--- src/hdl/dfarx_pkg.sv ---
// Shared types and codes for the DFA longest-match block.
package dfarx_pkg;

    typedef enum logic [1:0] {
        OP_LOAD_TRANS   = 2'd0,
        OP_LOAD_PATTERN = 2'd1,
        OP_LOAD_ACCEPT  = 2'd2,
        OP_CHAR         = 2'd3
    } t_op;

    typedef enum logic [1:0] {
        KIND_RANGE = 2'd0,
        KIND_BEGIN = 2'd1,
        KIND_END   = 2'd2,
        KIND_NONE  = 2'd3
    } t_kind;

    typedef struct packed {
        t_op         op;
        logic [5:0]  table_state;
        logic [3:0]  table_pattern;
        logic [5:0]  table_next;
        logic        table_valid;
        t_kind       pattern_kind;
        logic [20:0] range_low;
        logic [20:0] range_high;
        logic        accept_flag;
        logic [20:0] char_code;
        logic        is_first;
        logic        is_last;
    } t_word;

    typedef struct packed {
        t_kind       kind;
        logic [20:0] low;
        logic [20:0] high;
    } t_pattern;

    typedef enum logic [1:0] {
        ST_IDLE,
        ST_READ,
        ST_EVAL
    } t_eng_state;

endpackage

--- src/hdl/dfarx_if.sv ---
// Valid/ready channel interfaces for input words and match results.
interface dfarx_in_if;
    logic        valid;
    logic        ready;
    logic [1:0]  op;
    logic [5:0]  table_state;
    logic [3:0]  table_pattern;
    logic [5:0]  table_next;
    logic        table_valid;
    logic [1:0]  pattern_kind;
    logic [20:0] range_low;
    logic [20:0] range_high;
    logic        accept_flag;
    logic [20:0] char_code;
    logic        is_first;
    logic        is_last;

    modport source (
        output valid, op, table_state, table_pattern, table_next, table_valid,
               pattern_kind, range_low, range_high, accept_flag, char_code,
               is_first, is_last,
        input  ready
    );
    modport sink (
        input  valid, op, table_state, table_pattern, table_next, table_valid,
               pattern_kind, range_low, range_high, accept_flag, char_code,
               is_first, is_last,
        output ready
    );
endinterface


--- src/hdl/dfarx_front.sv ---
// Input side: accept words, decode them and hold them in a two-entry queue.
module dfarx_front
    import dfarx_pkg::*;
(
    input  logic          i_clk,
    input  logic          i_rst_n,
    dfarx_in_if.sink      i_in,
    output t_word         o_word,
    output logic          o_valid,
    input  logic          i_pop
);

    t_word      r_q [2];
    logic       r_rd_ptr;
    logic       r_wr_ptr;
    logic [1:0] r_count;
    t_word      w_word;
    logic       w_push;
    logic       w_pop;

    assign i_in.ready = (r_count != 2'd2);
    assign w_push     = i_in.valid && i_in.ready;
    assign w_pop      = i_pop && (r_count != 2'd0);
    assign o_valid    = (r_count != 2'd0);
    assign o_word     = r_q[r_rd_ptr];

    always_comb begin
        w_word.op            = t_op'(i_in.op);
        w_word.table_state   = i_in.table_state;
        w_word.table_pattern = i_in.table_pattern;
        w_word.table_next    = i_in.table_next;
        w_word.table_valid   = i_in.table_valid;
        w_word.pattern_kind  = t_kind'(i_in.pattern_kind);
        w_word.range_low     = i_in.range_low;
        w_word.range_high    = i_in.range_high;
        w_word.accept_flag   = i_in.accept_flag;
        w_word.char_code     = i_in.char_code;
        w_word.is_first      = i_in.is_first;
        w_word.is_last       = i_in.is_last;
    end

    always_ff @(posedge i_clk) begin
        if (w_push) begin
            r_q[r_wr_ptr] <= w_word;
        end
        if (!i_rst_n) begin
            r_rd_ptr <= 1'b0;
            r_wr_ptr <= 1'b0;
            r_count  <= 2'd0;
        end else begin
            if (w_push) begin
                r_wr_ptr <= ~r_wr_ptr;
            end
            if (w_pop) begin
                r_rd_ptr <= ~r_rd_ptr;
            end
            case ({w_push, w_pop})
                2'b10:   r_count <= r_count + 2'd1;
                2'b01:   r_count <= r_count - 2'd1;
                default: r_count <= r_count;
            endcase
        end
    end

endmodule

--- src/flat_wrapper.sv ---
// flat-port wrapper written by rule: the top's interface ports become plain ports
module dfarx_front_flat import dfarx_pkg::*;
  (i_clk, i_rst_n, o_word, o_valid, i_pop, i_in_valid, i_in_op, i_in_table_state, i_in_table_pattern, i_in_table_next, i_in_table_valid, i_in_pattern_kind, i_in_range_low, i_in_range_high, i_in_accept_flag, i_in_char_code, i_in_is_first, i_in_is_last, i_in_ready);
  dfarx_in_if i_in_i ();
  input  logic i_clk;
  input  logic i_rst_n;
  output t_word o_word;
  output logic o_valid;
  input  logic i_pop;
  input wire logic [$bits(i_in_i.valid)-1:0] i_in_valid;
  input wire logic [$bits(i_in_i.op)-1:0] i_in_op;
  input wire logic [$bits(i_in_i.table_state)-1:0] i_in_table_state;
  input wire logic [$bits(i_in_i.table_pattern)-1:0] i_in_table_pattern;
  input wire logic [$bits(i_in_i.table_next)-1:0] i_in_table_next;
  input wire logic [$bits(i_in_i.table_valid)-1:0] i_in_table_valid;
  input wire logic [$bits(i_in_i.pattern_kind)-1:0] i_in_pattern_kind;
  input wire logic [$bits(i_in_i.range_low)-1:0] i_in_range_low;
  input wire logic [$bits(i_in_i.range_high)-1:0] i_in_range_high;
  input wire logic [$bits(i_in_i.accept_flag)-1:0] i_in_accept_flag;
  input wire logic [$bits(i_in_i.char_code)-1:0] i_in_char_code;
  input wire logic [$bits(i_in_i.is_first)-1:0] i_in_is_first;
  input wire logic [$bits(i_in_i.is_last)-1:0] i_in_is_last;
  output wire logic [$bits(i_in_i.ready)-1:0] i_in_ready;
  assign i_in_i.valid = i_in_valid;
  assign i_in_i.op = i_in_op;
  assign i_in_i.table_state = i_in_table_state;
  assign i_in_i.table_pattern = i_in_table_pattern;
  assign i_in_i.table_next = i_in_table_next;
  assign i_in_i.table_valid = i_in_table_valid;
  assign i_in_i.pattern_kind = i_in_pattern_kind;
  assign i_in_i.range_low = i_in_range_low;
  assign i_in_i.range_high = i_in_range_high;
  assign i_in_i.accept_flag = i_in_accept_flag;
  assign i_in_i.char_code = i_in_char_code;
  assign i_in_i.is_first = i_in_is_first;
  assign i_in_i.is_last = i_in_is_last;
  assign i_in_ready = i_in_i.ready;
  dfarx_front u_core (.i_clk(i_clk), .i_rst_n(i_rst_n), .i_in(i_in_i), .o_word(o_word), .o_valid(o_valid), .i_pop(i_pop));
endmodule
--- config.mk ---
export PLATFORM = sky130hd
export DESIGN_NAME = dfarx_front_flat
export DESIGN_NICKNAME = d
export VERILOG_FILES = /design/src/hdl/dfarx_pkg.sv /design/src/hdl/dfarx_if.sv /design/src/hdl/dfarx_front.sv /design/src/flat_wrapper.sv
export SDC_FILE = /design/constraint.sdc
export NUM_CORES = 1
export LEC_CHECK = 0
export BUFFER_PORTS_ARGS = -buffer_cell sky130_fd_sc_hd__buf_2
export CORE_AREA = 2 2 109 111
export CTS_BUF_LIST = sky130_fd_sc_hd__clkbuf_4 sky130_fd_sc_hd__clkbuf_8
export CTS_CLUSTER_SIZE = 28
export DETAILED_ROUTE_END_ITERATION = 16
export DIE_AREA = 0 0 111 113
export HOLD_SLACK_MARGIN = 0.15
export PLACE_DENSITY = 0.86
export SYNTH_ARGS = -nofsm -noshare
export SYNTH_HDL_FRONTEND = slang
export SYNTH_SLANG_ARGS = --single-unit
--- constraint.sdc ---
create_clock -name i_clk -period 7.42 [get_ports i_clk]
set_input_delay 0.371 -clock i_clk [delete_from_list [all_inputs] [get_ports i_clk]]
set_output_delay 0.371 -clock i_clk [all_outputs]
set_load 0.01 [all_outputs]
==> summary.txt, run 1 <==
Critical path
  • Critical Path Max Stage Delay: 1.11 ns
  • CP max-delay cell: dfxtp_4
  • Worst r2r src: u_core.r_count[0]
  • CP required: 7.05 ns
  • FF-to-FF End: u_core.r_q[1][78]
  • CP endpoint kind: primary output
  • Crit-path cells: mux2_2 -> buf_2
  • Family with the most delay on the worst path: flip-flops
  • WS Path Type: flop to primary output
  • R2r setup slk: 5.16 ns
  • CP startpoint kind: flop
  • Cell depth of the worst flop-to-flop path: 3
  • Crit path DAT: 2.19 ns
  • WP buf/inv: 1
  • Peak fanout along the critical path: 87

GRT
  • Number of global-route vias before repair: 4027
  • Global Route Usage Sum: 0.213
  • Global route total overflow: 0
  • Largest net degree at the start of global routing: 88
  • Initial antenna violation count: 1
  • First-pass GRT wire length: 19900 um

Cells and area
  • Design area: 8840 um^2
  • Area of the multi-input gates: 1120 um^2
  • FILL cells: 586
  • Nets: 665
  • Layout Area Growth over Synthesis: 35.7%
  • Sequential cell area: 5330 um^2
  • Commonest non-fill, non-tap cells in the layout: buf_2, edfxtp_1, dlygate4sd3_1
  • Layout cells sized above 1: 0.520
  • Most common cell after layout, fill and taps aside: buf_2
  • Utilization of the core after routing: 0.784

STA
  • Final min period: 2.56 ns
  • Setup TNS: 0 ns
  • Fin crit share: 0.345
  • Max-slew headroom: 0.227
  • Final Slew Violations: 0
  • Unrepaired setup endpoints after global routing: false
  • Setup ws final: 4.86 ns
  • Layout Skew: 0.0120 ns
  • Final setup fails: 0
  • Final Hold Vio Count: 0
  • Max Freq: 0.390 GHz
  • Worst Tran Pin Value: 1.16 ns

Routing
  • DRT iter0 DRCs: 200
  • Drt pass-1 iters: 4
  • Post-Route WL: 13000 um
  • Max Used Layer: met4
  • DR WL/cell: 17.8 um
  • Vias: 3713
  • # DRC: 0
  • Final antenna-violating net count: 0
  • Metal1 wirelength: 4970 um
  • DR WL met2: 6890 um
  • Metal3 WL: 801 um
  • Via-to-Cell Ratio: 5.09

Pwr
  • Reg power frac: 0.506
  • Internal power: 0.00197 W
  • Power per cell area: 310 nW/um^2
  • Lkg Pwr: 3.32 nW
  • P_sw: 0.000765 W
  • Clock power frac: 0.246
  • Sw Share: 0.280
  • Comb pwr share: 0.249
  • Peak VDD IR: 0.235 mV

Die
  • Row count: 39
  • Die ar.: 12500 um^2
  • Starting Density: 0.578
  • Num ports: 180
  • Core Area: 11300 um^2
  • Overall die width: 111 um
  • Die height: 113 um

Clock network
  • Clk sinks: 179
  • Clock Latency Late Sink: 0.46 ns
  • Htree depth: 4
  • Post-CTS setup buffer count: 0
  • Clk buf depth: 2
  • Reg clk slew, reported paths: 0.08 ns
  • CTS tree: built
  • CTS buffer count: 17
  • Clock Root Buffer: clkbuf_8

Placed design
  • Dpl ws: 5.14 ns
  • Cell Area, Placed: 7540 um^2
  • Port bufs: 179
  • DP Wirelength: 7270 um
  • GP Congestion: 0.718

Logic synthesis
  • YS warnings: 0
  • Area leader, netlist: edfxtp_1
  • Netlist cell types: 21
  • Post-Synthesis Net Count: 387
  • #FFs+latches synth: 179
  • Synth top area cells: edfxtp_1, mux2_2, dfxtp_1, buf_6, buf_2
  • Seq/Total Area, Yosys: 0.817
  • Top-area cell type share of the netlist area: 0.802
  • Synth Area per Inst: 22.1 um^2
  • Cell Area, Synth: 6510 um^2
  • Syn Inst Count: 295

Flow run
  • Max-cap violation count: 0

Min path
  • Hold Startpoint: i_in_valid
  • Min-Delay Path Depth: 3
  • Hold Path Sink: u_core.r_wr_ptr
  • HP Class: input port to flop

Outcome
  • Outcome: finished, final reports clean
## Yosys cell counts
library cell and number:
inv_1 1, and3_1 1, and2_1 1, o21ai_0 1, a21boi_0 1, mux2_2 87
ha_1 1, a21bo_2 1, o21a_1 1, nor2b_1 2, edfxtp_1 174, or2_2 1
or3_1 1, nand2b_1 1, buf_2 6, nand2_1 1, a21boi_1 1, dfxtp_1 5
buf_6 4, nand3b_1 1, xnor2_1 3
## cells by family after synthesis
kind of cell               after synthesis  share of synthesized area
AOI/OAI and AO/OA                        5                    0.00576
xor gates and xnor gates                 3                    0.00403
adders and majority gates                1                    0.00192
buffers and inverters                   11                     0.0121
DFF                                    179                      0.817
muxes                                   87                      0.150
and+or+nand+nor                          9                    0.00845
## how the worst max path moves through the flow
| stage | end | depth (start not counted) |
|---|---|---|
| 3_5_place_dp | u_core.r_q[1][9] | 3 |
| 3_3_place_gp | u_core.r_q[1][57] | 3 |
| 4_1_cts | o_word[75] | 2 |
| 5_1_grt | o_word[75] | 2 |
| 2_1_floorplan | u_core.r_q[1][0] | 2 |
| 6_report | o_word[75] | 2 |
## power by group through the flow
stage / sequential [W] / combinational (W) / clock (W)
floorplan: 0.00133 / 0.000470 / 0
global placement: 0.00140 / 0.000625 / 0
detailed placement: 0.00141 / 0.000637 / 0
CTS: 0.00139 / 0.000681 / 0.000685
global route: 0.00140 / 0.000728 / 0.000723
finish: 0.00138 / 0.000680 / 0.000673
## metal layers
metal  vias up  track usage
met5         -            0
met4         0       0.0950
met3        25       0.0675
met2       150        0.386
met1      1812        0.230
li1       1726            -
## worst min-delay path, stage by stage
cell and delay (ns):
buf_2 0.11, a21bo_2 0.13, a21boi_0 0.07
## flip-flops by register name, indices dropped and copies added (netlist names), named ones only
register and flops:
u_core.r_q 174, u_core.r_count 2, u_core.r_rd_ptr 1, u_core.r_wr_ptr 1
## stage by stage
step           std cells  power (W)  hold WS (ns)
2_1_floorplan        295    0.00180         0.470
3_3_place_gp         609    0.00202         0.492
3_5_place_dp         609    0.00204         0.534
4_1_cts              729    0.00275         0.241
5_1_grt              730    0.00286         0.274
6_report             730    0.00274         0.277
## cell type report
class | instances | area share
repair buffers | 269 | 0.203
flip-flops and latches | 179 | 0.603
multi-input cells | 105 | 0.126
inverters | 1 | 0.000566
diodes | 1 | 0.000283
clock buffers | 17 | 0.0265
well taps | 143 | 0.0202
clock inverters | 15 | 0.0207
## what timing repair did
| item | in CTS | in global routing |
|---|---|---|
| hold endpoints to repair | 175 | 0 |
| gates resized for setup | 0 | 0 |
| hold buffers | 88 | 0 |
(Power assumes the default switching activity.)
==> run 2: changes to the inputs <==
ABC_AREA = 1   (was not set)
CORE_AREA = 2 2 114 116   (was 2 2 109 111)
DIE_AREA = 0 0 116 118   (was 0 0 111 113)
PLACE_DENSITY = 0.8   (was 0.86)
clock period = 2.4 ns   (was 7.42 ns; I/O delays follow)
==> run 2 against run 1 <==
Against the previous run: first-iteration DRC count fell by 19%; die area rose by 9.1%; routed wire length fell by 2.1%; area after synthesis rose by 1.8%; utilization fell by 5.0 points; clock-buffer cell count rose by 3; critical path depth rose by 1; clock power rose to 3.2 times the previous value; combinational power rose to 2.5 times the previous value; largest cell class unchanged; highest routed layer unchanged.
==> summary.txt, run 2 <==
Clock network
  • Reg clk slew, reported paths: 0.08 ns (about the same)
  • CTS tree: built
  • Clk sinks: 179 (unchanged)
  • Clk buf depth: 2 (unchanged)
  • Clock Latency Late Sink: 0.45 ns (about the same)
  • CTS buffer count: 17 (unchanged)
  • Htree depth: 4 (unchanged)
  • Clock Root Buffer: clkbuf_8

Critical path
  • WP depth: 3 (+1)
  • Crit-path cells: buf_4 -> mux2_2 -> buf_2
  • Cell depth of the worst flop-to-flop path: 5 (+2)
  • CP startpoint kind: flop
  • CP Capture Point: o_word[84]
  • Family with the most delay on the worst path: buffers and inverters
  • CP max-delay cell: buf_4
  • Worst r2r src: u_core.r_count[0]
  • WP buf/inv: 2 (+1)
  • Critical Path Max Stage Delay: 0.46 ns (-0.65 ns)
  • FF-to-FF End: u_core.r_q[0][11]
  • Peak fanout along the critical path: 41 (-53%)
  • CP endpoint kind: primary output
  • WS Path Type: flop to primary output
  • R2r setup slk: 0.65 ns (-4.51 ns)
  • Crit path DAT: 1.85 ns (-0.34 ns)
  • CP required: 2.28 ns (-4.77 ns)

Routing
  • DR WL met2: 6860 um (-0.49%)
  • Drt pass-1 iters: 7 (+3)
  • DRT iter0 DRCs: 162 (-19%)
  • Metal3 WL: 760 um (-5.1%)
  • Vias: 3761 (+1.3%)
  • Metal1 wirelength: 4880 um (-1.7%)
  • # DRC: 0 (unchanged)
  • Via-to-Cell Ratio: 4.83 (-5.0%)
  • Final antenna-violating net count: 0 (unchanged)
  • Max Used Layer: met4
  • Post-Route WL: 12700 um (-2.1%)
  • DR WL/cell: 16.3 um (-8.2%)

Logic synthesis
  • Syn Inst Count: 307 (+4.1%)
  • Cell Area, Synth: 6630 um^2 (+1.8%)
  • #FFs+latches synth: 179 (unchanged)
  • Synth Area per Inst: 21.6 um^2 (-2.2%)
  • Post-Synthesis Net Count: 399 (+3.1%)
  • Number of flops mapped to enable cells by yosys: 174 (unchanged)
  • Top_reg_cell synth: edfxtp_1
  • Seq/Total Area, Yosys: 0.803 (-0.0146)
  • Most frequent cell after synthesis: edfxtp_1
  • Top post-synthesis cells by count: edfxtp_1, mux2_2, mux2_4
  • Synth top area cells: edfxtp_1, mux2_2, mux2_4, dfxtp_1, buf_6
  • Area leader, netlist: edfxtp_1
  • YS warnings: 0 (unchanged)
  • Netlist cell types: 15 (-29%)
  • Top-area cell type share of the netlist area: 0.788 (-0.0144)
  • Async S/R FF share, synth: 0 (unchanged)

GRT
  • Largest net degree at the start of global routing: 63 (-28%)
  • Number of global-route vias before repair: 4027 (unchanged)
  • Global Route Usage Sum: 0.190 (-0.0229)
  • First-pass GRT wire length: 19400 um (-2.7%)
  • Initial antenna violation count: 0 (-1)
  • Global route total overflow: 0 (unchanged)

Pwr
  • Power per cell area: 849 nW/um^2 (+170%)
  • Clock power frac: 0.273 (+0.027)
  • Lkg Pwr: 3.52 nW (+6.0%)
  • Sw Share: 0.247 (-0.0330)
  • Internal power: 0.00583 W (+200%)
  • P_sw: 0.00191 W (+150%)
  • Comb pwr share: 0.221 (-0.028)
  • Reg power frac: 0.505 (about the same)
  • Peak VDD IR: 0.549 mV (+130%)

Flow run
  • Max-cap violation count: 0 (unchanged)

STA
  • Unrepaired setup endpoints after global routing: false
  • Final Hold Vio Count: 0 (unchanged)
  • Fin crit share: 0.821
  • Max Freq: 0.508 GHz
  • Worst Tran Pin Value: 0.554 ns (-0.605 ns)
  • Max-slew headroom: 0.631 (+0.403)
  • Layout Skew: 0.00680 ns (-0.00518 ns)
  • Final setup fails: 0 (unchanged)
  • Setup TNS: 0 ns (unchanged)
  • Final Slew Violations: 0 (unchanged)
  • Final min period: 1.97 ns
  • Hold slack: 0.253 ns (-0.0237 ns)

Cells and area
  • Biggest regs: u_core.r_q (174), u_core.r_count (2)
  • Area of the multi-input gates: 1230 um^2 (+10%)
  • Max FFs per register: 174 (unchanged)
  • Layout cells sized above 1: 0.507 (-0.0130)
  • Most common cell after layout, fill and taps aside: buf_2
  • Layout Area Growth over Synthesis: 37.4%
  • Top reg by flops: u_core.r_q
  • Commonest non-fill, non-tap cells in the layout: buf_2, edfxtp_1, dlygate4sd3_1
  • FILL cells: 752 (+28%)
  • Sequential cell area: 5330 um^2 (unchanged)
  • Nets: 684 (+2.9%)

Die
  • Num ports: 180 (unchanged)
  • Overall die width: 116 um (+4.5%)
  • Die ar.: 13700 um^2 (+9.1%)
  • Core Area: 12400 um^2 (+10%)
  • Die height: 118 um (+4.4%)
  • Row count: 41 (+5.1%)
  • Starting Density: 0.534 (-0.0436)

Placed design
  • GP Congestion: 0.705 (-1.8%)
  • DP Wirelength: 7650 um (+5.1%)
  • Port bufs: 179 (unchanged)

Min path
  • HP Class: input port to flop

Outcome
  • Outcome: finished, final reports clean
run 2: changes by cell type after synthesis, sizes merged, moves of 2 or more:
| cell | previous run | this run |
|---|---|---|
| nor2b | 2 | 0 |
| a21boi | 2 | 0 |
| inv | 1 | 5 |
| xnor2 | 3 | 0 |
| nand2 | 1 | 10 |
| nor2 | 0 | 10 |
run 2: cell families (layout without fill, tap and decap cells):
group	after synthesis	in the layout	synth area share
buffers and inverters	15	313	0.0151
other	0	1	0
flip-flops	179	179	0.803
AO/OA/AOI/OAI	3	3	0.00264
AND/OR/NAND/NOR	22	22	0.0130
multiplexers	87	87	0.165
adder cells (fa/ha/maj)	1	1	0.00189
run 2: cell type report:
type / instances / share of cell area
sequential: 179 / 0.585
timing repair buffer: 276 / 0.208
multi-input combinational: 113 / 0.135
clock buffer: 20 / 0.0281
tap: 172 / 0.0236
clock inverter: 12 / 0.0178
inverter: 5 / 0.00206
antenna: 1 / 0.000275
run 2: worst min-delay path by stage:
stage	startpoint	endpoint	slack, ns	cells past startpoint
after global placement	i_in_range_high[16]	u_core.r_q[0][40]	0.31	1
after global routing	i_in_valid	u_core.r_count[0]	0.23	4
after detailed placement	i_in_range_high[16]	u_core.r_q[1][40]	0.31	1
after floorplan	i_in_is_last	u_core.r_q[0][0]	0.22	0
final	i_in_valid	u_core.r_count[0]	0.25	4
after CTS	i_in_valid	u_core.r_count[0]	0.21	4
run 2: worst register-to-register path: cells and delay by family, from the launching register on:
| kind | cells | cell delay, ns |
|---|---|---|
| buffers and inverters | 2 | 0.44 |
| DFF | 1 | 0.38 |
| and+or+nand+nor | 3 | 0.64 |
run 2: metrics by stage:
stage	cell area (um^2)	utilization	setup slack, ns	std cells	power, W
2_1_floorplan	6650	-	0.0149	307	0.00499
3_3_place_gp	7790	0.627	0.730	655	0.00553
3_5_place_dp	7790	0.627	0.620	655	0.00558
4_1_cts	9110	0.734	0.397	777	0.00780
5_1_grt	9110	0.734	0.320	777	0.00807
6_report	9110	0.734	0.430	778	0.00774
run 2: routing by layer:
layer | GRT usage | up-vias
met1 | 0.204 | 1833
met2 | 0.343 | 141
li1 | - | 1768
met4 | 0.0766 | 0
met5 | 0 | -
met3 | 0.0582 | 19
run 2: power groups by stage:
stage | clock, W | sequential (W) | combinational (W)
after global placement | 0 | 0.00396 | 0.00157
final | 0.00212 | 0.00391 | 0.00171
after floorplan | 0 | 0.00396 | 0.00102
after CTS | 0.00217 | 0.00391 | 0.00172
after global routing | 0.00229 | 0.00394 | 0.00184
after detailed placement | 0 | 0.00398 | 0.00159
run 2: repair_timing:
action,in CTS,in global routing
hold buffers,90,0
resized for setup,0,0
hold endpoints to repair,179,0
buffers inserted,0,0
==> run 3: changes to the inputs <==
clock period = 1.97 ns   (was 2.4 ns; I/O delays follow)
==> run 3 against run 2 <==
Against the previous run: cell area is essentially flat; die area did not move; worst setup slack got worse by 0.31 ns; via count up 0.45%; power is 21% higher; critical endpoint is now o_word[85]; largest cell class unchanged.
==> summary.txt, run 3 (synthesis gave the netlist of run 2 again) <==
Clock network
  • Clk buf depth: 2 (unchanged)
  • CTS buffer count: 17 (unchanged)
  • Clock Latency Late Sink: 0.45 ns (about the same)
  • Htree depth: 4 (unchanged)
  • Clk sinks: 179 (unchanged)
  • Clock Root Buffer: clkbuf_8
  • CTS tree: built
  • Reg clk slew, reported paths: 0.09 ns (about the same)

STA
  • Final Slew Violations: 0 (unchanged)
  • Final min period: 1.85 ns
  • Fin crit share: 0.940
  • Setup TNS: 0 ns (unchanged)
  • Final Hold Vio Count: 0 (unchanged)
  • Max Freq: 0.540 GHz
  • Worst Tran Pin Value: 0.524 ns (-0.0299 ns)
  • Setup ws final: 0.119 ns (-0.312 ns)
  • Unrepaired setup endpoints after global routing: false
  • Layout Skew: 0.00653 ns (-0.000268 ns)
  • Max-slew headroom: 0.650 (+0.0199)
  • Final setup fails: 0 (unchanged)

Placed design
  • Dpl ws: 0.453 ns (-0.167 ns)
  • DP Wirelength: 7510 um (-1.8%)
  • Cell Area, Placed: 7790 um^2 (about the same)
  • Cells after DPL: 654 (-0.15%)
  • Port bufs: 179 (unchanged)
  • GP Congestion: 0.709 (+0.60%)

Min path
  • HP Class: input port to flop
  • Hold Startpoint: i_in_is_first
  • Min-Delay Path Depth: 2 (-2)
  • Hold Path Sink: u_core.r_q[1][1]

Cells and area
  • Max FFs per register: 174 (unchanged)
  • Nets: 686 (+0.29%)
  • Most common cell after layout, fill and taps aside: buf_2
  • Top reg by flops: u_core.r_q
  • Design area: 9110 um^2 (about the same)
  • Layout Area Growth over Synthesis: 37.4% (about the same)
  • Layout Cells excl Fill: 779 (+0.13%)
  • Biggest regs: u_core.r_q (174), u_core.r_count (2)
  • Commonest non-fill, non-tap cells in the layout: buf_2, edfxtp_1, dlygate4sd3_1
  • Ant. Diodes: 0 (-1)
  • Layout cells sized above 1: 0.504 (-0.00332)

Routing
  • Final antenna-violating net count: 0 (unchanged)
  • Drt pass-1 iters: 4 (-3)
  • DRT iter0 DRCs: 174 (+7.4%)
  • Post-Route WL: 13200 um (+4.2%)
  • # DRC: 0 (unchanged)
  • Via-to-Cell Ratio: 4.85 (+0.32%)
  • DR WL/cell: 17.0 um (+4.1%)
  • Vias: 3778 (+0.45%)

Die
  • Core Area: 12400 um^2 (unchanged)
  • Die ar.: 13700 um^2 (unchanged)
  • Num ports: 180 (unchanged)
  • Starting Density: 0.534 (unchanged)
  • Die height: 118 um (unchanged)
  • Overall die width: 116 um (unchanged)
  • Row count: 41 (unchanged)

GRT
  • Number of global-route vias before repair: 4087 (+1.5%)
  • Global route total overflow: 0 (unchanged)
  • Initial antenna violation count: 0 (unchanged)
  • First-pass GRT wire length: 20200 um (+4.1%)
  • Largest net degree at the start of global routing: 89 (+41%)
  • Global Route Usage Sum: 0.199 (+0.00865)

Critical path
  • Crit-path cells: buf_4 -> mux2_2 -> buf_2
  • CP startpoint kind: flop
  • Crit path DAT: 1.75 ns (-0.10 ns)
  • FF-to-FF End: u_core.r_count[0]
  • CP endpoint kind: primary output
  • Critical Path Max Stage Delay: 0.51 ns (+0.05 ns)
  • Worst r2r src: u_core.r_count[1]
  • CP required: 1.87 ns (-0.41 ns)
  • Peak fanout along the critical path: 13 (-68%)
  • CP max-delay cell: dfxtp_4
  • R2r setup slk: 0.26 ns (-0.39 ns)
  • WS Path Type: flop to primary output
  • Cell depth of the worst flop-to-flop path: 4 (-1)

Outcome
  • Outcome: finished, final reports clean

Pwr
  • Power per cell area: 1020 nW/um^2 (+20%)
  • Power, Total: 0.00933 W (+21%)
  • Peak VDD IR: 0.614 mV (+12%)
  • Lkg Pwr: 3.51 nW (about the same)

Flow run
  • Max-cap violation count: 0 (unchanged)
[run 3: cell types whose count changed in the layout (fill, tap and decap cells not counted), moves of 2 or more]
cell           before  now
nand2_2             2    0
clkinv_1            3    6
dlygate4sd3_1      90   92
nand2_4             0    2
clkbuf_4            3    1
[run 3: timing repair]
item / CTS / global route
resized for setup: 0 / 0
setup endpoints to repair: 36 / 0
endpoints found under the hold margin: 179 / 0
setup buffers: 1 / 0
hold buffers: 92 / 0
[run 3: power breakdown]
part | switching, W | internal (W) | total [W] | leakage, nW
registers | 0.000145 | 0.00466 | 0.00481 | 1.67
clock network | 0.00119 | 0.00123 | 0.00242 | 0.195
logic | 0.00103 | 0.00107 | 0.00210 | 1.65
[run 3: layer usage]
| layer | GRT usage | up-vias | wire [um] |
|---|---|---|---|
| met2 | 0.355 | 151 | 7070 |
| met1 | 0.214 | 1839 | 4940 |
| li1 | - | 1764 | - |
| met5 | 0 | - | 0 |
| met4 | 0.0818 | 0 | 261 |
| met3 | 0.0644 | 24 | 959 |
[run 3: area by class of cell]
class | instances | area (um^2)
timing repair buffer | 278 | 1930
inverter | 5 | 18.8
clock buffer | 18 | 241
multi-input combinational | 113 | 1240
tap | 172 | 215
fill | 802 | 3300
sequential | 179 | 5330
clock inverter | 14 | 144
[run 3: worst max path at each step]
stage / start / endpoint / slack, ns / cells past startpoint
global route: flop / o_word[85] / 0.02 / 3
finish: flop / o_word[85] / 0.12 / 3
global placement: flop / o_word[86] / 0.48 / 3
detailed placement: flop / o_word[85] / 0.45 / 3
floorplan: u_core.r_count[0] / u_core.r_q[1][0] / -0.30 / 4
CTS: flop / o_word[85] / 0.08 / 3
[run 3: worst max-delay path: cells and delay by family (launching register included)]
| family | cells | cell delay, ns |
|---|---|---|
| multiplexers | 1 | 0.36 |
| buffers and inverters | 2 | 0.42 |
| flip-flops | 1 | 0.51 |
[run 3: per-stage QoR]
stage,hold slack [ns],util
6_report,0.368,0.734
5_1_grt,0.348,0.734
4_1_cts,0.330,0.734
3_5_place_dp,0.290,0.628
3_3_place_gp,0.286,0.628
2_1_floorplan,0.197,-
